--- config.mk ---
export PLATFORM = sky130hd
export DESIGN_NAME = pve_oq
export DESIGN_NICKNAME = d
export VERILOG_FILES = /design/src/pve_pkg.sv /design/src/pve_oq.sv
export SDC_FILE = /design/constraint.sdc
export NUM_CORES = 1
export LEC_CHECK = 0
export BUFFER_PORTS_ARGS = -buffer_cell sky130_fd_sc_hd__buf_2
export CAP_MARGIN = 25
export CORE_MARGIN = 5
export CORE_UTILIZATION = 51
export DETAILED_ROUTE_END_ITERATION = 7
export GPL_TIMING_DRIVEN = 0
export PLACE_DENSITY = 0.86
export SETUP_SLACK_MARGIN = 0.5
export SYNTH_ARGS = -nofsm -noshare
export SYNTH_HDL_FRONTEND = slang
export SYNTH_SLANG_ARGS = --single-unit
--- constraint.sdc ---
create_clock -name clk -period 2.5 [get_ports clk]
set_clock_uncertainty 0.1 [all_clocks]
set_input_delay 0.125 -clock clk [delete_from_list [all_inputs] [get_ports clk]]
set_output_delay 0.125 -clock clk [all_outputs]
set_load 0.1 [all_outputs]
--- src/pve_pkg.sv ---
`timescale 1ns / 1ps
package pve_pkg;

  localparam int PAL_ENTRIES = 256;
  localparam int PAL_AW      = $clog2(PAL_ENTRIES);

  localparam logic [3:0] MODE_CGA4   = 4'd0;
  localparam logic [3:0] MODE_CGA2   = 4'd1;
  localparam logic [3:0] MODE_MONO   = 4'd2;
  localparam logic [3:0] MODE_TGA160 = 4'd3;
  localparam logic [3:0] MODE_TGA320 = 4'd4;
  localparam logic [3:0] MODE_TGA640 = 4'd5;
  localparam logic [3:0] MODE_EGA320 = 4'd6;
  localparam logic [3:0] MODE_EGA640 = 4'd7;
  localparam logic [3:0] MODE_VGA8   = 4'd8;

  localparam logic [2:0] REG_MODE     = 3'd0;
  localparam logic [2:0] REG_FG       = 3'd1;
  localparam logic [2:0] REG_ZERO_FG  = 3'd2;
  localparam logic [2:0] REG_FL_LINE  = 3'd3;
  localparam logic [2:0] REG_FL_FRAME = 3'd4;
  localparam logic [2:0] REG_SYNC     = 3'd5;

  localparam logic        OP_EXPAND   = 1'b0;
  localparam logic        OP_PAL_WR   = 1'b1;

  localparam logic [3:0]  MODE_RESET  = MODE_TGA320;
  localparam logic [15:0] SYNC_RESET  = 16'hc0c0;
  localparam logic [7:0]  MONO_FG     = 8'd15;
  localparam logic [7:0]  DIV_STEP    = 8'd42;

  localparam logic [1:0] DITHER_T0 [8] = '{2'd0, 2'd0, 2'd1, 2'd2, 2'd2, 2'd2, 2'd3, 2'd3};
  localparam logic [1:0] DITHER_T1 [8] = '{2'd0, 2'd1, 2'd1, 2'd1, 2'd2, 2'd3, 2'd3, 2'd3};

  typedef struct packed {
    logic [3:0]  mode;
    logic [7:0]  fg;
    logic        zero_fg;
    logic        fl_line;
    logic        fl_frame;
    logic [15:0] sync;
  } cfg_t;

  typedef struct packed {
    logic        op;
    logic [31:0] word;
    logic        line_odd;
    logic        frame_odd;
    logic [7:0]  pidx;
    logic [23:0] rgb;
  } item_t;

  typedef struct packed {
    logic              valid;
    logic [PAL_AW-1:0] addr;
    logic              bank;
    logic              narrow;
    logic              last;
  } rd_req_t;

  typedef struct packed {
    logic              valid;
    logic [PAL_AW-1:0] addr;
    logic [31:0]       data;   // bank b in the upper half
  } wr_req_t;

  typedef struct packed {
    logic        valid;
    logic [15:0] value;
    logic        narrow;
    logic        last;
  } pix_t;

  // Power-up contents of one entry, bank b in the upper half.
  function automatic logic [31:0] pal_default(input logic [PAL_AW-1:0] addr);
    logic [7:0] v;
    logic [7:0] hi;
    logic [7:0] lo;
    v  = 8'(addr);
    hi = {2'b11, DITHER_T0[v[7:5]], DITHER_T0[v[4:2]], v[1:0]};
    lo = {2'b11, DITHER_T1[v[7:5]], DITHER_T1[v[4:2]], v[1:0]};
    return {lo, hi, hi, lo};
  endfunction

  // Channel value divided by 42, result 0..6.
  function automatic logic [2:0] div42(input logic [7:0] c);
    logic [2:0] q;
    q = 3'd0;
    for (int k = 1; k <= 6; k++) begin
      if ({1'b0, c} >= 9'(k * 42)) q = 3'(k);
    end
    return q;
  endfunction

endpackage

--- src/pve_oq.sv ---
`timescale 1ns / 1ps
module pve_oq (
  input  logic          clk,
  input  logic          rst,
  input  pve_pkg::pix_t pix,
  output logic          can_issue,
  output logic          m_tvalid,
  input  logic          m_tready,
  output logic [15:0]   m_tdata,
  output logic          m_tuser,
  output logic          m_tlast
);

  typedef struct packed {
    logic [15:0] value;
    logic        narrow;
    logic        last;
  } beat_t;

  beat_t      ents [2];
  logic       wp;
  logic       rp;
  logic [1:0] occ;
  logic       pop;

  assign m_tvalid = (occ != 2'd0);
  assign pop      = m_tvalid && m_tready;
  assign m_tdata  = ents[rp].value;
  assign m_tuser  = ents[rp].narrow;
  assign m_tlast  = ents[rp].last;

  // Issue only when the beat in flight and this one both find a slot.
  assign can_issue = ({1'b0, occ} + {2'b00, pix.valid}) < (3'd2 + {2'b00, pop});

  always_ff @(posedge clk) begin
    if (rst) begin
      wp  <= 1'b0;
      rp  <= 1'b0;
      occ <= 2'd0;
    end else begin
      if (pix.valid) begin
        ents[wp] <= '{value: pix.value, narrow: pix.narrow, last: pix.last};
        wp <= ~wp;
      end
      if (pop) rp <= ~rp;
      occ <= occ + {1'b0, pix.valid} - {1'b0, pop};
    end
  end

endmodule

==> summary.md, run 1 <==
| Metric | Value |
|---|---|
| Fin crit period | `~1.9 ns` |
| Setup WS pre-CTS | `a little over 0.8 ns` |
| Startpoint types | `input port` |
| Rel. slew slack | `43.3%` |
| Seq pwr share | `36.9%` |
| Overflow after GRT | `0` |
| Final hold violation count | `0` |
| Mean post-synth cell area | `about 20 µm²` |
| Critical path depth | `7` |
| Num CTS Buffers | `5` |
| H-tree levels | `2` |
| Die area | `about 4400 µm²` |
| Total of max-cap violations | `0` |
| RD Place Congestion | `0.602` |
| Final Instance Count excl. Fillers | `~200` |
| Int Power | `about 1200 µW` |
| Top post-synthesis cells by area | `edfxtp_1 (66%), mux2_4 (9.2%), mux2_2 (6.9%), dfxtp_1 (6.1%), ha_1 (3.1%)` |
| Fill count | `~220` |
| Crit path capture | `can_issue` |
| Post-synth ARST share | `0%` |
| Clk sinks | `41` |
| Largest net degree at the start of global routing | `19` |
| Hold Path Class | `in2reg` |
| Width of the die | `around 67 µm` |
| Worst Path Required | `roughly 2.3 ns` |
| Initial antenna violation count | `0` |
| Buf/Inv on CP | `3` |
| Initial core utilization | `a little over half` |
| Port bufs | `41` |
| Antenna diode count | `0` |
| Via count | `between 900 and 1000` |
| Primary FF master, synth | `edfxtp_1` |
| P&R area growth vs syn | `33.5%` |
| Layout cell share with drive strength beyond 1 | `48.0%` |
| Clock power share | `between 10% and 20%` |
| Setup violators final | `0` |
| Post-synth EDFFs | `36` |
| Setup Crit Path Kind | `in2out` |
| Psw | `1000 µW` |
| Final worst slack | `between 0.5 and 0.6 ns` |
| Final ANT Viol Nets | `0` |
| Detailed Place HPWL | `about 2000 µm` |
| Area leader, netlist | `edfxtp_1` |
| Final instance area | `roughly 2200 µm²` |
| Clk_lat worst skew | `approximately 0.33 ns` |
| CTS tree | `built` |
| Max Buffers Root-to-Sink | `2` |
| Slew @ Worst Pin | `0.850 ns` |
| Via/cell ratio | `4.70` |
| Count leader, synth | `edfxtp_1` |
| Max-slew violations | `0` |
| Unrepaired setup endpoints after global routing | `no` |
| Sequential Area | `approximately 1200 µm²` |
| Number of global-route vias before repair | `between 1000 and 1500` |
| Cells on worst reg2reg path | `2` |
| FF-to-FF setup slack | `between 0.8 and 0.9 ns` |
| Critical Path Fanout Max | `5` |
| Ports | `42` |
| CP Cell Sequence | `dlygate4sd3_1 -> buf_2 -> ha_1 -> ha_1 -> nor2_1 -> o2bb2ai_2 -> buf_12` |
| Post-synth top area share | `around two thirds` |
| Syn Inst Count | `roughly 80` |
| VDD IR max | `approximately 0.00074 V` |
| Cell Rows | `20` |
| Pwr dens | `around 1000 nW/µm²` |
| Status | `finished, final reports clean` |
| Register area share after synthesis | `a little over 70%` |
| Clk pin slew, worst setup/hold paths | `about 0.10 ns` |
| Leakage | `between 0.0008 and 0.0009 µW` |
| Final routed DRC violation total | `0` |
| RR Startpoint | `wp` |
| Synth Register Bits | `41` |
| Top cells by count, synth | `edfxtp_1 (36), mux2_2 (10), mux2_4 (10)` |
| Delay-heaviest family, CP | `buffers and inverters` |
| # Post-CTS Setup Buffers | `0` |
| Placed cell area | `between 1500 and 2000 µm²` |
| Combinational power share | `between 40% and 50%` |
| Setup TNS | `0 ns` |
| Min-delay src | `m_tready` |
| Period utilization | `between 70% and 80%` |
| Fmax | `~520 MHz` |
| WL per Instance | `~15 µm` |
| Drt total wl | `2980 µm` |
| Synthesized cell area | `roughly 1600 µm²` |
| Slowest stage delay, CP | `around 0.53 ns` |
| Synth cell types | `16` |
| Core area | `slightly above 3000 µm²` |
| Multi-input gate area | `432 µm²` |
| Switch share | `between 40 and 50%` |
| Nets | `177` |
| Setup crit end kind | `primary output` |
| Die Ht | `between 60 and 70 µm` |
| CP most frequent cell | `ha_1` |
| Reg2Reg Capture Point | `ents[0][14]` |
| GR Util All Layers | `15.5%` |
| CP startpoint | `pix[18]` |
| Number of DRC markers in iteration 0 | `24` |
| Root buf cell | `clkbuf_4` |
| Cells after DPL | `168` |
| CP max-delay cell | `dlygate4sd3_1` |
| Synth warn | `0` |
| Drt pass-1 iters | `4` |
| Post-Syn Nets | `about 110` |
| Final Power | `~2200 µW` |
| Arrival time at the worst endpoint | `approximately 1.7 ns` |
| First-pass GRT wire length | `between 4000 and 5000 µm` |
## per-stage QoR
step / hold slack [ns] / util, %
4_1_cts: 0.0766 / 70.9
2_1_floorplan: 0.0974 / -
3_3_place_gp: 0.212 / 62.3
5_1_grt: 0.0715 / 71.4
3_5_place_dp: 0.218 / 62.7
6_report: 0.0993 / 71.4
## sequential cells by signal (all words and copies together) (netlist names), named ones only
register  flops
ents         36
occ           2
rp            1
wp            1
## power groups by stage
stage,combinational (µW),clock [µW],sequential (µW)
2_1_floorplan,919,0,836
4_1_cts,1090,314,828
6_report,1120,298,827
3_3_place_gp,1030,0,838
3_5_place_dp,1050,0,843
5_1_grt,1170,346,833
## area by class of cell
type / count / share of cell area (%)
multi-input cells: 37 / 19.8
clock buffers: 7 / 2.07
well taps: 44 / 2.53
repair buffers: 62 / 19.8
flip-flops and latches: 41 / 54.2
clock inverters: 1 / 0.172
inverters: 2 / 0.345
plain buffers: 2 / 1.03
## kinds of logic (layout without fill, tap and decap cells)
family | count (synthesis) | count (layout) | share of synthesized area [%]
DFF | 41 | 41 | 72.4
muxes | 20 | 20 | 16.1
and+or+nand+nor | 9 | 9 | 3.22
adders and majority gates | 4 | 4 | 3.07
buffers and inverters | 4 | 74 | 1.84
AOI/OAI and AO/OA | 2 | 2 | 1.46
xor gates and xnor gates | 2 | 2 | 1.92
## how the worst min path moves through the flow
| stage | to | cells past startpoint |
|---|---|---|
| after floorplan | occ[1] | 1 |
| after global placement | ents[0][0] | 1 |
| after detailed placement | ents[0][1] | 1 |
| after CTS | rp | 3 |
| after global routing | register | 3 |
| final | register | 3 |
## repair_timing
action | 4_1_cts | 5_1_grt
cloned | 0 | 0
pin swaps | 0 | 0
hold endpoints to repair | 38 | 0
setup endpoints to repair | 1 | 1
hold buffers | 20 | 0
gates resized for setup | 1 | 3
## worst min-delay path: stages
cell,delay [ns]
buf_2,0.09
o21a_4,0.14
mux2_2,0.15
## per-layer routing
metal / routed length [µm] / track usage (%)
met5: 0 / 0
met1: 1130 / 15.8
met3: 180 / 5.06
met2: 1640 / 28.2
met4: 29 / 7.61
## cells in the final DEF, fill, tap and decap left out, types with 2 or more instances in the layout
cell type      synthesis  routed
nor2_1                 4       4
dfxtp_1                5       5
mux2_4                10      10
edfxtp_1              36      36
buf_2                  0      40
buf_6                  2       3
inv_1                  2       2
mux2_2                10      10
ha_1                   4       4
clkbuf_4               0       5
clkbuf_1               0       2
dlygate4sd3_1          0      20
and2b_1                2       2
Note: power is estimated with default switching activity, not from simulation.
==> inputs of run 2 (changes only) <==
--- a/config.mk
+++ b/config.mk
@@ -5,13 +5,14 @@
 export SDC_FILE = /design/constraint.sdc
 export NUM_CORES = 1
 export LEC_CHECK = 0
+export ABC_AREA = 1
 export BUFFER_PORTS_ARGS = -buffer_cell sky130_fd_sc_hd__buf_2
 export CAP_MARGIN = 25
 export CORE_MARGIN = 5
-export CORE_UTILIZATION = 51
+export CORE_UTILIZATION = 46
 export DETAILED_ROUTE_END_ITERATION = 7
 export GPL_TIMING_DRIVEN = 0
-export PLACE_DENSITY = 0.86
+export PLACE_DENSITY = 0.83
 export SETUP_SLACK_MARGIN = 0.5
 export SYNTH_ARGS = -nofsm -noshare
 export SYNTH_HDL_FRONTEND = slang
==> constraint.sdc (replaced) <==
create_clock -name clk -period 1.6 [get_ports clk]
set_clock_uncertainty 0.1 [all_clocks]
set_input_delay 0.08 -clock clk [delete_from_list [all_inputs] [get_ports clk]]
set_output_delay 0.08 -clock clk [all_outputs]
set_load 0.1 [all_outputs]
==> summary.md, run 2 <==
| Metric | Value |
|---|---|
| Met1 Routed Length | `1440 µm (+28%)` |
| Detailed Place HPWL | `2120 µm (+8.7%)` |
| Primary FF master, synth | `edfxtp_1` |
| Synthesized cell area | `1640 µm² (+0.23%)` |
| Core area | `3390 µm² (+11%)` |
| Most frequent cells in the layout | `edfxtp_1 (36), buf_12 (26), buf_2 (21)` |
| Clk sinks | `41 (unchanged)` |
| Post-synth EDFFs | `36 (unchanged)` |
| Drt pass-1 iters | `4 (unchanged)` |
| VDD IR max | `0.00129 V (+74%)` |
| Root buf cell | `clkbuf_4` |
| Drt total wl | `4140 µm (+39%)` |
| Initial antenna violation count | `0 (unchanged)` |
| Hold buffer count at cts | `20 (unchanged)` |
| Fmax | `613 MHz` |
| Final hold violation count | `0 (unchanged)` |
| Antenna diode count | `0 (unchanged)` |
| Total of max-cap violations | `0 (unchanged)` |
| RD Place Congestion | `0.826 (+37%)` |
| First-pass GRT wire length | `6630 µm (+36%)` |
| Register area share after synthesis | `72.2% (-0.17 points)` |
| Max-slew violations | `0 (unchanged)` |
| Ports | `42 (unchanged)` |
| H-tree levels | `2 (unchanged)` |
| Unrepaired setup endpoints after global routing | `yes` |
| Max Buffers Root-to-Sink | `2 (unchanged)` |
| Number of global-route vias before repair | `1245 (+15%)` |
| Clk_lat worst skew | `0.35 ns (+0.02 ns)` |
| Synth warn | `0 (unchanged)` |
| Slew @ Worst Pin | `0.201 ns (-0.650 ns)` |
| Area leader, netlist | `edfxtp_1` |
| Biggest regs | `ents: 36 flops, occ: 2 flops` |
| Setup crit end kind | `primary output` |
| Met3 WL | `250 µm (+39%)` |
| Clk pin slew, worst setup/hold paths | `0.11 ns (about the same)` |
| Hold_ws | `0.00672 ns (-0.0925 ns)` |
| Final ANT Viol Nets | `0 (unchanged)` |
| GR Util All Layers | `18.2% (+2.7 points)` |
| Period utilization | `102%` |
| CP most frequent cell | `buf_12` |
| Syn Inst Count | `98 (+20%)` |
| Number of DRC markers in iteration 0 | `70 (+190%)` |
| Met2 WL | `2370 µm (+44%)` |
| Initial core utilization | `48.2% (-5.2 points)` |
| Post-synth top area share | `66.1% (-0.15 points)` |
| Fin crit period | `around 1.6 ns` |
| Setup Crit Path Kind | `reg2out` |
| Top cells by count, synth | `edfxtp_1 (36), inv_1 (11), mux2_4 (10)` |
| WL per Instance | `18.2 µm (+20%)` |
| Layout cell share with drive strength beyond 1 | `59.7% (+12 points)` |
| Via count | `1113 (+21%)` |
| Post-Syn Nets | `124 (+15%)` |
| Post-synth ARST share | `0% (unchanged)` |
| Hold Path Class | `in2reg` |
| Critical Path Fanout Max | `5 (unchanged)` |
| Via/cell ratio | `4.90 (+4.2%)` |
| Cell Rows | `21 (+5.0%)` |
| Die area | `4850 µm² (+9.4%)` |
| Port bufs | `41 (unchanged)` |
| Top post-synthesis cells by area | `edfxtp_1 (66%), mux2_4 (9.2%), dfxtp_1 (6.1%), mux2_2 (5.5%), ha_1 (3.1%)` |
| Final routed DRC violation total | `0 (unchanged)` |
| P&R area growth vs syn | `75.2%` |
| Fill count | `155 (-30%)` |
| Max FFs per register | `36 (unchanged)` |
| Worst Path Required | `1.42 ns (-0.86 ns)` |
| Die Ht | `69.6 µm (+4.6%)` |
| Largest net degree at the start of global routing | `19 (unchanged)` |
| Setup violators final | `19 (+19)` |
| Leakage | `0.00115 µW (+31%)` |
| Synth cell types | `13 (-3)` |
| Startpoint types | `register` |
| Arrival time at the worst endpoint | `1.45 ns (-0.24 ns)` |
| Top reg by flops | `ents` |
| Count leader, synth | `edfxtp_1` |
| CP Cell Sequence | `buf_12 -> buf_12 -> mux2_4 -> buf_12` |
| Slowest stage delay, CP | `0.35 ns (-0.18 ns)` |
| CTS tree | `built` |
| Synth Register Bits | `41 (unchanged)` |
| Failing checks | `setup timing` |
| Leading cell type in the layout, fill and taps excluded | `edfxtp_1` |
| Mean post-synth cell area | `16.7 µm² (-16%)` |
| Fin util | `84.5% (+13 points)` |
| Width of the die | `69.6 µm (+4.6%)` |
| Overflow after GRT | `0 (unchanged)` |
| Nets | `206 (+16%)` |
| Rel. slew slack | `86.6% (+43 points)` |
| Status | `finished, violations left` |
| Final worst slack | `-0.0321 ns (-0.620 ns)` |
| CP max-delay cell | `dfxtp_2` |
| Pwr dens | `1540 nW/µm² (+49%)` |
| Num CTS Buffers | `5 (unchanged)` |
| DR top layer | `met4` |
==> run 2: worst max-delay path, delay by kind of cell, from the launching register on <==
kind / cells / cell delay [ns]
flip-flops: 1 / 0.35
buffers and inverters: 3 / 0.44
multiplexers: 1 / 0.32
==> run 2: power by group <==
group	internal, µW	switching (µW)	leakage, µW
logic	1110	1480	0.000746
clock network	168	328	0.0000320
registers	1250	71.0	0.000374
==> run 2: routing by layer <==
metal	vias up	global-route usage (%)
li1	515	-
met1	544	18.3
met4	0	6.60
met3	9	6.81
met2	45	34.0
met5	-	0
==> run 2: cells by family after synthesis <==
group,count (synthesis),share of synthesized area (%)
DFF,41,72.2
and+or+nand+nor,19,4.67
muxes,18,14.7
buffers and inverters,13,4.44
adders and majority gates,4,3.06
AOI/OAI and AO/OA,3,0.918
==> run 2: stage by stage <==
| stage | instance area [µm²] | TNS, ns | instances | power [µW] | setup WS (ns) |
|---|---|---|---|---|---|
| floorplan | 1770 | 0 | 98 | 2880 | 0.155 |
| global placement | 2030 | 0 | 185 | 3060 | 0.0303 |
| detailed placement | 2030 | -0.303 | 185 | 3110 | -0.0172 |
| CTS | 2770 | -0.250 | 222 | 4320 | -0.0268 |
| global route | 2870 | -1.22 | 227 | 4560 | -0.0800 |
| finish | 2870 | -0.378 | 227 | 4400 | -0.0321 |
==> run 2: path summary, 6_finish.rpt <==
| kind | start | slack (ns) | to | cells after the start |
|---|---|---|---|---|
| setup reg to reg | occ[1] | 0.06 | occ[1] | 10 |
| setup / recovery | register | -0.03 | m_tdata[3] | 4 |
| hold reg to reg | wp | 0.42 | wp | 2 |
| hold / removal | pix[18] | 0.007 | wp | 3 |
==> run 2: area by class of cell <==
cell class / instances / area (µm²) / share of cell area (%)
sequential: 41 / 1190 / 41.6
timing repair buffer: 75 / 935 / 32.6
multi-input combinational: 44 / 544 / 19.0
tap: 46 / 57.6 / 2.01
inverter: 11 / 46.3 / 1.62
clock buffer: 6 / 41.3 / 1.44
buffer: 2 / 40.0 / 1.40
clock inverter: 2 / 10.0 / 0.349
==> run 2: timing repair <==
item | 4_1_cts | 5_1_grt
gates resized for setup | 93 | 7
pin swaps | 13 | 6
gates cloned | 1 | 3
endpoints found under the setup margin | 58 | 60
setup buffers | 8 | 2
endpoints found under the hold margin | 41 | 1
