$ cat src/pve_pkg.sv
`timescale 1ns / 1ps
package pve_pkg;

  localparam int PAL_ENTRIES = 256;
  localparam int PAL_AW      = $clog2(PAL_ENTRIES);

  localparam logic [3:0] MODE_CGA4   = 4'd0;
  localparam logic [3:0] MODE_CGA2   = 4'd1;
  localparam logic [3:0] MODE_MONO   = 4'd2;
  localparam logic [3:0] MODE_TGA160 = 4'd3;
  localparam logic [3:0] MODE_TGA320 = 4'd4;
  localparam logic [3:0] MODE_TGA640 = 4'd5;
  localparam logic [3:0] MODE_EGA320 = 4'd6;
  localparam logic [3:0] MODE_EGA640 = 4'd7;
  localparam logic [3:0] MODE_VGA8   = 4'd8;

  localparam logic [2:0] REG_MODE     = 3'd0;
  localparam logic [2:0] REG_FG       = 3'd1;
  localparam logic [2:0] REG_ZERO_FG  = 3'd2;
  localparam logic [2:0] REG_FL_LINE  = 3'd3;
  localparam logic [2:0] REG_FL_FRAME = 3'd4;
  localparam logic [2:0] REG_SYNC     = 3'd5;

  localparam logic        OP_EXPAND   = 1'b0;
  localparam logic        OP_PAL_WR   = 1'b1;

  localparam logic [3:0]  MODE_RESET  = MODE_TGA320;
  localparam logic [15:0] SYNC_RESET  = 16'hc0c0;
  localparam logic [7:0]  MONO_FG     = 8'd15;
  localparam logic [7:0]  DIV_STEP    = 8'd42;

  localparam logic [1:0] DITHER_T0 [8] = '{2'd0, 2'd0, 2'd1, 2'd2, 2'd2, 2'd2, 2'd3, 2'd3};
  localparam logic [1:0] DITHER_T1 [8] = '{2'd0, 2'd1, 2'd1, 2'd1, 2'd2, 2'd3, 2'd3, 2'd3};

  typedef struct packed {
    logic [3:0]  mode;
    logic [7:0]  fg;
    logic        zero_fg;
    logic        fl_line;
    logic        fl_frame;
    logic [15:0] sync;
  } cfg_t;

  typedef struct packed {
    logic        op;
    logic [31:0] word;
    logic        line_odd;
    logic        frame_odd;
    logic [7:0]  pidx;
    logic [23:0] rgb;
  } item_t;

  typedef struct packed {
    logic              valid;
    logic [PAL_AW-1:0] addr;
    logic              bank;
    logic              narrow;
    logic              last;
  } rd_req_t;

  typedef struct packed {
    logic              valid;
    logic [PAL_AW-1:0] addr;
    logic [31:0]       data;   // bank b in the upper half
  } wr_req_t;

  typedef struct packed {
    logic        valid;
    logic [15:0] value;
    logic        narrow;
    logic        last;
  } pix_t;

  // Power-up contents of one entry, bank b in the upper half.
  function automatic logic [31:0] pal_default(input logic [PAL_AW-1:0] addr);
    logic [7:0] v;
    logic [7:0] hi;
    logic [7:0] lo;
    v  = 8'(addr);
    hi = {2'b11, DITHER_T0[v[7:5]], DITHER_T0[v[4:2]], v[1:0]};
    lo = {2'b11, DITHER_T1[v[7:5]], DITHER_T1[v[4:2]], v[1:0]};
    return {lo, hi, hi, lo};
  endfunction

  // Channel value divided by 42, result 0..6.
  function automatic logic [2:0] div42(input logic [7:0] c);
    logic [2:0] q;
    q = 3'd0;
    for (int k = 1; k <= 6; k++) begin
      if ({1'b0, c} >= 9'(k * 42)) q = 3'(k);
    end
    return q;
  endfunction

endpackage

$ cat src/pve_seq.sv
`timescale 1ns / 1ps
module pve_seq (
  input  logic             clk,
  input  logic             rst,
  input  pve_pkg::cfg_t    cfg,
  input  logic             in_valid,
  output logic             in_ready,
  input  pve_pkg::item_t   item,
  input  logic             can_issue,
  output pve_pkg::rd_req_t rd,
  output pve_pkg::wr_req_t wr
);

  logic        busy;
  logic        op;
  logic [31:0] word;
  logic        bank;
  logic [2:0]  cnt;
  logic [2:0]  nlast;
  logic [7:0]  widx;
  logic [23:0] wrgb;

  logic [2:0]  nlast_next;
  logic        narrow;
  logic [7:0]  idx;
  logic [7:0]  b0;
  logic [7:0]  b1;
  logic [7:0]  b2;
  logic [7:0]  b3;
  logic [2:0]  rev;
  logic [3:0]  nib;
  logic        fire;
  logic        done;
  logic [5:0]  hi;
  logic [5:0]  lo;
  logic [2:0]  qr;
  logic [2:0]  qg;
  logic [2:0]  qb;

  always_comb begin
    b0  = word[7:0];
    b1  = word[15:8];
    b2  = word[23:16];
    b3  = word[31:24];
    rev = ~cnt;
    nib = 4'd0;
    idx = b0;
    nlast_next = 3'd0;
    narrow = 1'b0;
    case (cfg.mode) inside
      pve_pkg::MODE_CGA4: begin
        nlast_next = 3'd3;
      end
      pve_pkg::MODE_CGA2, pve_pkg::MODE_MONO: begin
        nlast_next = 3'd7;
        narrow = 1'b1;
      end
      pve_pkg::MODE_TGA160: begin
        nlast_next = 3'd3;
      end
      pve_pkg::MODE_TGA320: begin
        nlast_next = 3'd1;
      end
      pve_pkg::MODE_TGA640: begin
        nlast_next = 3'd1;
        narrow = 1'b1;
      end
      pve_pkg::MODE_EGA320: begin
        nlast_next = 3'd7;
      end
      pve_pkg::MODE_EGA640: begin
        nlast_next = 3'd7;
        narrow = 1'b1;
      end
      pve_pkg::MODE_VGA8: begin
        nlast_next = 3'd3;
      end
      default: begin
        nlast_next = 3'd0;
      end
    endcase

    // Pixel index for slot cnt, leftmost pixel first.
    case (cfg.mode) inside
      pve_pkg::MODE_CGA4: idx = {6'd0, b0[{~cnt[1:0], 1'b1} -: 2]};
      pve_pkg::MODE_CGA2: idx = b0[rev] ? cfg.fg : 8'd0;
      pve_pkg::MODE_MONO: idx = b0[rev] ? pve_pkg::MONO_FG : 8'd0;
      pve_pkg::MODE_TGA160: begin
        nib = cnt[1] ? b0[3:0] : b0[7:4];
        idx = (cfg.zero_fg && nib == 4'd0) ? cfg.fg : {4'd0, nib};
      end
      pve_pkg::MODE_TGA320, pve_pkg::MODE_TGA640: begin
        idx = {4'd0, cnt[0] ? b0[3:0] : b0[7:4]};
      end
      pve_pkg::MODE_EGA320, pve_pkg::MODE_EGA640: begin
        idx = {4'd0, b3[rev], b2[rev], b1[rev], b0[rev]};
      end
      pve_pkg::MODE_VGA8: idx = word[{cnt[1:0], 3'b000} +: 8];
      default: idx = b0;
    endcase
  end

  always_comb begin
    qr = pve_pkg::div42(wrgb[23:16]);
    qg = pve_pkg::div42(wrgb[15:8]);
    qb = pve_pkg::div42(wrgb[7:0]);
    hi = {pve_pkg::DITHER_T0[qr], pve_pkg::DITHER_T0[qg], pve_pkg::DITHER_T0[qb]};
    lo = {pve_pkg::DITHER_T1[qr], pve_pkg::DITHER_T1[qg], pve_pkg::DITHER_T1[qb]};
  end

  assign fire     = busy && (op || can_issue);
  assign done     = op || (cnt == nlast);
  assign in_ready = !busy || (fire && done);

  always_comb begin
    rd.valid  = busy && !op && can_issue;
    rd.addr   = idx[pve_pkg::PAL_AW-1:0];
    rd.bank   = bank;
    rd.narrow = narrow;
    rd.last   = (cnt == nlast);
    wr.valid  = busy && op;
    wr.addr   = widx[pve_pkg::PAL_AW-1:0];
    wr.data   = {({2'b00, lo, 2'b00, hi} | cfg.sync), ({2'b00, hi, 2'b00, lo} | cfg.sync)};
  end

  always_ff @(posedge clk) begin
    if (rst) begin
      busy <= 1'b0;
      cnt  <= 3'd0;
    end else begin
      if (in_valid && in_ready) begin
        busy  <= 1'b1;
        cnt   <= 3'd0;
        op    <= item.op;
        word  <= item.word;
        bank  <= (item.line_odd & cfg.fl_line) ^ (item.frame_odd & cfg.fl_frame);
        nlast <= nlast_next;
        widx  <= item.pidx;
        wrgb  <= item.rgb;
      end else if (fire && done) begin
        busy <= 1'b0;
      end else if (fire) begin
        cnt <= cnt + 3'd1;
      end
    end
  end

endmodule

$ cat config.mk
export PLATFORM = sky130hd
export DESIGN_NAME = pve_seq
export DESIGN_NICKNAME = d
export VERILOG_FILES = /design/src/pve_pkg.sv /design/src/pve_seq.sv
export SDC_FILE = /design/constraint.sdc
export NUM_CORES = 1
export LEC_CHECK = 0
export BUFFER_PORTS_ARGS = -buffer_cell sky130_fd_sc_hd__clkbuf_2
export CELL_PAD_IN_SITES_DETAIL_PLACEMENT = 1
export CELL_PAD_IN_SITES_GLOBAL_PLACEMENT = 1
export CORE_ASPECT_RATIO = 1.2
export CORE_MARGIN = 2
export CORE_UTILIZATION = 30
export CTS_CLUSTER_DIAMETER = 40
export CTS_CLUSTER_SIZE = 20
export DETAILED_ROUTE_END_ITERATION = 10
export GPL_TIMING_DRIVEN = 0
export PLACE_DENSITY = 0.69
export RECOVER_POWER = 50
export SLEW_MARGIN = 30
export SYNTH_ARGS = -nofsm -noshare
export SYNTH_HDL_FRONTEND = slang
export SYNTH_SLANG_ARGS = --single-unit
$ cat constraint.sdc
create_clock -name clk -period 12.6 [get_ports clk]
set_clock_uncertainty 0.15 [all_clocks]
set_input_delay 0.63 -clock clk [delete_from_list [all_inputs] [get_ports clk]]
set_output_delay 0.63 -clock clk [all_outputs]
set_load 0.05 [all_outputs]
==> results.yml, run 1 <==
detailed_routing:
  drt_iter0_markers: 93
  wire_per_inst_um: 16.90
  drt_pre_antenna_iters: 4
  ant_nets: 0
  wl_mm: 11.39
  vias_per_cell: 4.990
  drc: 0
  vias: 3363
sta:
  maxSlewHeadroom: 0.1689
  finalSetupViolations: 0
  fin_crit_ns: 3.721
  fmax_ghz: 0.2687
  finalHoldViolations: 0
  rsz0062_at_grt: "no"
  drv_slew: 0
  whs_ns: 0.3312
  post-route-period-util: 0.2953
  worst_pin_slew_ns: 1.237
  fin_tns_setup_ns: 0
synthesis:
  ys_ff_latch: 70
  synth_top_family_by_area: "compound AO/OA/AOI/OAI gates"
  synthTopCellsByArea: "edfxtp_1 (50%), mux4_2 (6.8%), nand2b_1 (3.8%)"
  synth_cell_types: 54
  synth_area_mm2: 0.003995
  ys_warn_count: 0
  async_flop_share: 0
  synth_mux_area_frac: 0.1030
  syn_avg_cell_area_um2: 11.72
  synth-seq-area-share: 0.5161
  ys.flop_type: "edfxtp_1"
  synth.net_count: 444
  synth_adder_area_share: 0.003132
  synth-simple-area-share: 0.1481
  synth_top_cell_area_share: 0.4961
  synth_edf_count: 66
  syn_inst: 341
  synth-xor-area-share: 0.01754
  synth_compound_area_frac: 0.1597
  yosys.area.top_type: "edfxtp_1"
cells_and_area:
  nets: 604
  utilization: 0.4002
  layoutNonFillerInstCount: 674
  area_growth_pct: 31.44
  post_route_cells_drive_above_1_share: 0.3518
  diodes: 0
  fillers: 1501
setup_path:
  cp.arrival_ns: 2.94
  cp_cell_sequence: "clkbuf_1, mux4_2, a211oi_2, a211oi_1, a311oi_1, o32ai_1, clkbuf_2"
  path_class: "flip-flop to output port"
  crit_fanout: 10
  cp_data_required_time_ns: 11.82
  slowest_stage: "mux4_2"
  max_stage_delay_ns: 0.60
  critPathCaptureType: "output port"
  start_kind: "flip-flop"
global_routing:
  gr-total-overflow: 0
  grt_pass1_wl_mm: 17.56
  grt_usage: 0.1597
  met1_usage: 0.1765
  grt_antenna_before_repair: 0
  grt_pass1_vias: 3478
  busiest_layer: "met2"
  grt_max_degree: 27
  gr-usage-met2: 0.2927
  grt_use_met3: 0.04415
power:
  p_per_area_mw_per_mm2: 120.2
  p_leak_nw: 2.005
  power_mw: 0.6311
  ir_worst_vdd_uv: 74.51
clock_tree:
  htreeDepth: 3
  cts.sinks: 70
  cts_setup_buffers: 0
  cts_hold_buffers: 0
  cts_buffers: 9
  cts_max_path_buffers: 2
  root_buffer: "clkbuf_16"
  tritoncts: "built"
  clock_latency_ns: 0.32
  clkTransAtPathRegs_ns: 0.06
  cts_resized: 0
floorplan:
  coreArea_mm2: 0.01312
  die_w_um: 109.3
  fp-row-count: 46
  io_pins: 156
  initial_core_util: 0.3044
  dieArea_mm2: 0.01426
  die_h_um: 130.4
place:
  dp.final_hpwl_mm: 9.375
  io_buffers: 147
  place_inst: 658
  gp_congestion: 0.9088
worst_hold_path:
  hold_path_class: "input pin to flip-flop"
status:
  status: "finished, final reports clean"
flow_run:
  max-cap-violations: 0
## area by class of cell
type	count	area, um^2	share of cell area
plain buffers	26	155.1	0.02954
repair buffers	149	755.7	0.1439
well taps	168	210.2	0.04003
flip-flops and latches	70	2062	0.3927
clock buffers	9	225.2	0.04289
clock inverters	7	71.32	0.01358
inverters	12	45.04	0.008578
multi-input cells	233	1727	0.3288
## power breakdown
| part | switching (mW) | internal [mW] | leakage, nW |
|---|---|---|---|
| sequential | 0.00777 | 0.267 | 0.649 |
| clock | 0.0931 | 0.153 | 0.140 |
| combinational | 0.0725 | 0.0378 | 1.22 |
| total | 0.173 | 0.458 | 2.01 |
## layer usage
layer | vias up | wire length, um
met5 | - | 0
met4 | 0 | 197
met3 | 16 | 787
met2 | 112 | 6201
met1 | 1600 | 4205
li1 | 1635 | -
## state kept, by name, summed over array words and instances, names as in the netlist
name and cells:
busy 1, wrgb 21, widx 8, bank 1
nlast 3, cnt 3, op 1, word 32
## per-stage QoR
stage | setup WS, ns | cell area, um^2
floorplan | 6.663 | 3995
global placement | 6.800 | 4941
detailed placement | 9.352 | 5004
CTS | 9.126 | 5300
global route | 8.642 | 5251
finish | 8.879 | 5251
## path summary, 6_finish.rpt
check	startpoint	slack, ns	depth (start not counted)	end
worst max-delay path	cnt[1]	8.88	7	rd[5]
worst min-delay path	item[26]	0.33	1	widx[2]
worst max register to register	cnt[1]	9.53	7	bank
worst min register to register	busy	0.47	3	busy
## cells by family (layout without fill, tap and decap cells)
| kind of cell | after synthesis | in the layout |
|---|---|---|
| xor+xnor | 8 | 8 |
| buf+inv | 38 | 203 |
| fa+ha+maj | 1 | 1 |
| mux | 26 | 26 |
| compound gates | 91 | 91 |
| flops | 70 | 70 |
| simple gates | 107 | 107 |
## cells in the mapped netlist (2+ instances only)
master and instances:
or2_2 6, and2b_1 2, dfxtp_1 4, mux2i_1 13, xor2_1 5, a31oi_1 4
a41oi_1 2, o211ai_1 7, nand2_1 18, nor3b_1 4, nor3_1 3, a211oi_2 2
nor2b_1 7, a311oi_1 3, inv_1 12, nand3_1 14, xnor2_1 3, nor2_1 15
nand3b_1 2, a21oi_1 15, mux4_2 12, o2bb2ai_1 3, and3_1 3, o32ai_1 4
o21ai_0 17, o22ai_1 6, buf_2 5, clkbuf_1 6, o21a_1 7, a211oi_1 7
nand4_1 4, buf_6 2, a22oi_1 2, edfxtp_1 66, o31ai_1 3, nand2b_1 24
buf_4 12
## worst max-delay path: cells and delay by family (launching register included)
| kind | cells | cell delay [ns] |
|---|---|---|
| flip-flops | 1 | 0.36 |
| buffers and inverters | 2 | 0.83 |
| multiplexers | 1 | 0.60 |
| AO/OA/AOI/OAI | 4 | 0.85 |
## layout by cell type, fill, tap and decap left out, types with 7 or more instances in the layout
| cell | instances |
|---|---|
| a211oi_1 | 7 |
| a21oi_1 | 15 |
| buf_4 | 12 |
| clkbuf_1 | 37 |
| clkbuf_16 | 9 |
| clkbuf_2 | 119 |
| edfxtp_1 | 66 |
| inv_1 | 12 |
| mux2i_1 | 13 |
| mux4_2 | 12 |
| nand2_1 | 18 |
| nand2b_1 | 24 |
| nand3_1 | 14 |
| nor2_1 | 14 |
| nor2b_1 | 7 |
| o211ai_1 | 7 |
| o21a_1 | 7 |
| o21ai_0 | 17 |
Note: power is estimated with default switching activity, not from simulation.
==> run 2, diff against run 1 <==
ABC_AREA = 1   (was unset)
PLACE_DENSITY = 0.75   (was 0.69)
clock period = 3.4 ns   (was 12.6 ns; I/O delays follow)
==> run 2 against run 1 <==
Compared with the run above: register-to-register slack lost 8.8 ns; clock-buffer cell count unchanged; non-clock buffer count increased by 58; critical path depth grew 1; design area increased by 16%; final cell count increased by 34%; sequential power grew to 3.7 times the previous value; synthesized area is 3.8% higher; worst hold slack lost 0.31 ns.
==> results.yml, run 2 <==
setup_path:
  slowest_stage: "o21ai_0"
  max_stage_delay_ns: 0.41
  cp_common_cell: "buf_16"
  crit_fanout: 25
  r2r_cells: 8
  worst-r2r-setup-slack_ns: 0.72
  r2r_start: "cnt[0]"
  cp_cell_sequence: "buf_6, xnor2_1, nand3_1, o21ai_0, nand2_1, nor2_4, buf_16, buf_16"
  setup.worst_path.start: "cnt[0]"
  cp_data_required_time_ns: 3.29
  cp_num_cells: 8
  path_class: "flip-flop to flip-flop"
  crit_end: "word[6]"
  critPathCaptureType: "flip-flop"
  critPathTopFamily: "simple AND/OR/NAND/NOR gates"
  crit_buf_inv: 3
  start_kind: "flip-flop"
  cp.arrival_ns: 2.57
  rr_endpoint: "word[6]"
sta:
  fin_tns_setup_ns: 0
  worst_pin_slew_ns: 0.6185
  fmax_ghz: 0.3725
  finalHoldViolations: 0
  drv_slew: 0
  rsz0062_at_grt: "no"
  fin_crit_ns: 2.684
  post-route-period-util: 0.7895
  finalSetupViolations: 0
  maxSlewHeadroom: 0.5894
  whs_ns: 0.02304
synthesis:
  syn_inst: 503
  synth-seq-area-share: 0.4971
  syn_avg_cell_area_um2: 8.246
  async_flop_share: 0
  ys_top_cells_by_count: "nand2_1 (164), nand3_1 (72), edfxtp_1 (66)"
  synth_compound_area_frac: 0.08899
  synth_edf_count: 66
  synth_adder_area_share: 0.003017
  yosys.area.top_type: "edfxtp_1"
  synth_area_mm2: 0.004148
  synth_cell_types: 36
  ys_warn_count: 0
  synth-xor-area-share: 0.008446
  synth.net_count: 606
  synth_mux_area_frac: 0
  ys_ff_latch: 70
  synth_most_common_cell: "nand2_1"
  synth_top_family_by_area: "simple AND/OR/NAND/NOR gates"
  ys.flop_type: "edfxtp_1"
  synth-simple-area-share: 0.3122
  synth_top_cell_area_share: 0.4778
  synthTopCellsByArea: "edfxtp_1 (48%), nand2_1 (15%), nand3_1 (8.7%)"
detailed_routing:
  ant_nets: 0
  drt_pre_antenna_iters: 4
  vias: 4367
  wl_mm: 13.91
  vias_per_cell: 4.831
  wire_per_inst_um: 15.38
  drt_iter0_markers: 193
  drc: 0
floorplan:
  dieArea_mm2: 0.01479
  initial_core_util: 0.3040
  fp-row-count: 47
  die_w_um: 111.3
  die_h_um: 132.8
  io_pins: 156
  coreArea_mm2: 0.01364
cells_and_area:
  layout_commonest_cell: "nand2_1"
  regArea_mm2: 0.002062
  top_register: "word"
  fillers: 1690
  post_route_cells_drive_above_1_share: 0.2551
  utilization: 0.4458
  largestRegisters: "word (32), wrgb (21), widx (8)"
  nets: 831
  fin_area_mm2: 0.006082
  largest_register_ffs: 32
  layoutNonFillerInstCount: 904
  area_growth_pct: 46.64
  diodes: 0
  multi_input_area_mm2: 0.001702
  mostFrequentLayoutCells: "nand2_1 (165), clkbuf_2 (121), nand3_1 (73), edfxtp_1 (66), dlygate4sd3_1 (63)"
clock_tree:
  root_buffer: "clkbuf_16"
  cts_resized: 0
  tritoncts: "built"
  cts.sinks: 70
  cts_buffers: 9
  clock_latency_ns: 0.33
  clkTransAtPathRegs_ns: 0.06
  htreeDepth: 3
  cts_max_path_buffers: 2
place:
  dp.final_hpwl_mm: 10.14
  place_inst: 825
  gp_congestion: 0.8926
  io_buffers: 148
  place_area_mm2: 0.005180
global_routing:
  gr-total-overflow: 0
  grt_antenna_before_repair: 0
  grt_max_degree: 26
  grt_pass1_wl_mm: 22.92
  grt_usage: 0.1915
  grt_pass1_vias: 4708
power:
  ir_worst_vdd_uv: 279.5
  p_per_area_mw_per_mm2: 414.5
  p_leak_nw: 2.754
flow_run:
  max-cap-violations: 0
status:
  status: "finished, final reports clean"
worst_hold_path:
  hold_path_class: "input pin to flip-flop"
-- run 2: what timing repair did --
| action | in CTS | in global routing |
|---|---|---|
| hold endpoints to repair | 63 | 0 |
| setup buffers | 0 | 0 |
| hold buffers | 63 | 0 |
-- run 2: worst min-delay path by stage --
stage	from	endpoint	slack (ns)	cells after the start
CTS	cfg[30]	nlast[0]	0.02	2
global route	cfg[30]	nlast[0]	0.03	2
floorplan	rst	busy	0.09	1
global placement	item[28]	widx[4]	0.20	1
finish	cfg[30]	nlast[0]	0.02	2
detailed placement	item[41]	word[7]	0.20	1
-- run 2: report_power, final --
part / internal (mW) / leakage [nW] / total [mW] / switching [mW]
logic: 0.177 / 1.95 / 0.504 / 0.327
registers: 0.988 / 0.650 / 1.01 / 0.0243
clock network: 0.644 / 0.152 / 1.00 / 0.361
-- run 2: per-stage QoR --
stage	power [mW]	worst slack, ns
2_1_floorplan	1.322	0.3082
3_3_place_gp	1.452	0.3270
3_5_place_dp	1.477	1.011
4_1_cts	2.550	0.9231
5_1_grt	2.626	0.4958
6_report	2.521	0.7156
-- run 2: area by class of cell --
| class | count | share of cell area |
|---|---|---|
| buffer | 19 | 0.02448 |
| timing repair buffer | 214 | 0.2314 |
| multi-input combinational | 358 | 0.2798 |
| tap | 171 | 0.03518 |
| inverter | 56 | 0.03703 |
| clock buffer | 9 | 0.03703 |
| sequential | 70 | 0.3390 |
| clock inverter | 7 | 0.01605 |
-- run 2: kinds of logic (layout without fill, tap and decap cells) --
group,Yosys count,after routing
fa+ha+maj,1,1
compound gates,67,67
flops,70,70
buf+inv,75,305
xor+xnor,4,4
simple gates,286,286
-- run 2: metal layers --
layer | share of wire | routed length, um | global-route usage | vias up
li1 | - | - | - | 2143
met1 | 0.39 | 5468 | 0.2161 | 2075
met2 | 0.54 | 7470 | 0.3564 | 128
met3 | 0.049 | 677 | 0.03161 | 21
met4 | 0.021 | 290 | 0.07819 | 0
met5 | 0 | 0 | 0 | -
==> run 3, diff against run 2 <==
clock period = 2.2 ns   (was 3.4 ns; I/O delays follow)
==> run 3 against run 2 <==
Compared with the run above: the flow now finishes with violations (setup timing); die area stayed put; sequential power is 55% higher; final cell count increased by 4.0%; core utilization grew 6.4 points; combinational power up 88%; via count increased by 5.1%; design area increased by 14%; non-clock buffer count increased by 36; critical path type is now flip-flop to output port; largest power group is now clock.
==> results.yml, run 3 (synthesized netlist as in run 2, its figures left out) <==
global_routing:
  grt_pass1_vias: 4972
  grt_antenna_before_repair: 0
  grt_usage: 0.2075
  grt_pass1_wl_mm: 24.67
  gr-total-overflow: 0
  grt_max_degree: 24
detailed_routing:
  drt_pre_antenna_iters: 4
  ant_nets: 0
  drc: 0
  wl_met3_um: 699
  vias: 4591
  wire_per_inst_um: 16.34
  highest_layer: "met4"
  drt_iter0_markers: 197
  detailroute.wirelength.met2_mm: 8.480
  vias_per_cell: 4.884
  wl_mm: 15.36
  met1Wirelength_mm: 5.698
setup_path:
  cp.arrival_ns: 2.00
  critPathCaptureType: "output port"
  start_kind: "flip-flop"
  cp_common_cell: "nand2_1"
  r2r_cells: 8
  r2r_start: "cnt[0]"
  worst-r2r-setup-slack_ns: 0.11
  cp_data_required_time_ns: 1.94
  slowest_stage: "dfxtp_2"
  max_stage_delay_ns: 0.35
  rr_endpoint: "busy"
  path_class: "flip-flop to output port"
  crit_fanout: 8
  cp_cell_sequence: "buf_12, inv_12, bufbuf_16, nand2_2, nand3_2, nand3_1, nand2_1, nand2_1, nand3_1, nand2_1, nand2_1, nand2_1, nand2_2, buf_8"
floorplan:
  die_h_um: 132.8
  io_pins: 156
  coreArea_mm2: 0.01364
  fp-row-count: 47
  initial_core_util: 0.3040
  die_w_um: 111.3
  dieArea_mm2: 0.01479
place:
  preCtsSetupSlack_ns: -0.3726
  gp_congestion: 0.8855
  place_inst: 825
  io_buffers: 148
  place_area_mm2: 0.005213
  dp.final_hpwl_mm: 10.53
sta:
  worst_pin_slew_ns: 0.6115
  rsz0062_at_grt: "yes"
  fin_crit_ns: 2.260
  finalHoldViolations: 0
  drv_slew: 0
  finalSetupViolations: 6
  post-route-period-util: 1.027
  final.setup.worst_slack_ns: -0.06023
  maxSlewHeadroom: 0.5941
  fmax_ghz: 0.4424
clock_tree:
  cts_max_path_buffers: 2
  clock_latency_ns: 0.34
  clkTransAtPathRegs_ns: 0.06
  htreeDepth: 3
  root_buffer: "clkbuf_16"
  cts.sinks: 70
  tritoncts: "built"
  cts_buffers: 9
cells_and_area:
  post_route_cells_drive_above_1_share: 0.3992
  nets: 867
  top_register: "word"
  fin_area_mm2: 0.006958
  largest_register_ffs: 32
  diodes: 0
  layout_commonest_cell: "nand2_1"
  layoutNonFillerInstCount: 940
  mostFrequentLayoutCells: "nand2_1 (147), clkbuf_2 (116), dlygate4sd3_1 (68), edfxtp_1 (66), nand3_1 (58)"
  largestRegisters: "word (32), wrgb (21), widx (8)"
  area_growth_pct: 67.75
power:
  p_per_area_mw_per_mm2: 589.6
  power_mw: 4.102
  ir_worst_vdd_uv: 389.0
  p_leak_nw: 3.114
flow_run:
  max-cap-violations: 0
worst_hold_path:
  hold_path_end: "cnt[1]"
  whs_path_depth: 4
  hold_path_class: "input pin to flip-flop"
  min-delay-start: "in_valid"
status:
  status: "finished, violations left"
  violations: "setup timing"
## run 3: what timing repair did
item / CTS / global route
setup buffers: 14 / 16
hold buffers: 68 / 0
endpoints found under the setup margin: 86 / 87
pin swaps: 12 / 23
hold endpoints to repair: 65 / 0
resized for setup: 69 / 74
cloned: 1 / 0
## run 3: how the worst max path moves through the flow
stage / start / to / slack [ns] / cells past startpoint
final: cnt[0] / rd[4] / -0.06 / 14
after global routing: cnt[0] / rd[4] / -0.13 / 14
after CTS: cnt[0] / rd[8] / -0.07 / 12
after detailed placement: cnt[2] / word[6] / -0.37 / 7
after global placement: cnt[2] / word[7] / -0.95 / 5
after floorplan: cnt[0] / bank / -0.66 / 6
## run 3: per-stage QoR
| stage | setup TNS, ns | utilization | hold WS [ns] |
|---|---|---|---|
| 5_1_grt | -1.174 | 0.5100 | 0.08517 |
| 3_3_place_gp | -62.07 | 0.3769 | 0.1366 |
| 3_5_place_dp | -14.31 | 0.3821 | 0.1388 |
| 6_report | -0.1579 | 0.5100 | 0.04112 |
| 4_1_cts | -0.4927 | 0.4852 | 0.03344 |
| 2_1_floorplan | -43.25 | - | 0.02907 |
## run 3: cell type report
class,instances,area [um^2]
flip-flops and latches,70,2064
inverters,56,232.7
multi-input cells,358,2053
clock inverters,7,95.09
well taps,171,214.0
plain buffers,19,181.4
fillers,1598,6685
repair buffers,250,1892
clock buffers,9,225.2
## run 3: worst max-delay path, delay by kind of cell (launching register included)
family        cells  cell delay, ns
buf+inv           4            0.60
simple gates     10            0.70
flops             1            0.35
## run 3: power breakdown
part / internal (mW) / leakage (nW) / switching (mW)
Combinational: 0.389 / 2.31 / 0.557
Clock: 0.996 / 0.158 / 0.592
Sequential: 1.53 / 0.651 / 0.0419
Total: 2.91 / 3.11 / 1.19
## run 3: per-layer routing
| metal | up-vias | track usage |
|---|---|---|
| met1 | 2182 | 0.2311 |
| met3 | 37 | 0.02978 |
| met4 | 0 | 0.07476 |
| met5 | - | 0 |
| met2 | 153 | 0.3980 |
| li1 | 2219 | - |
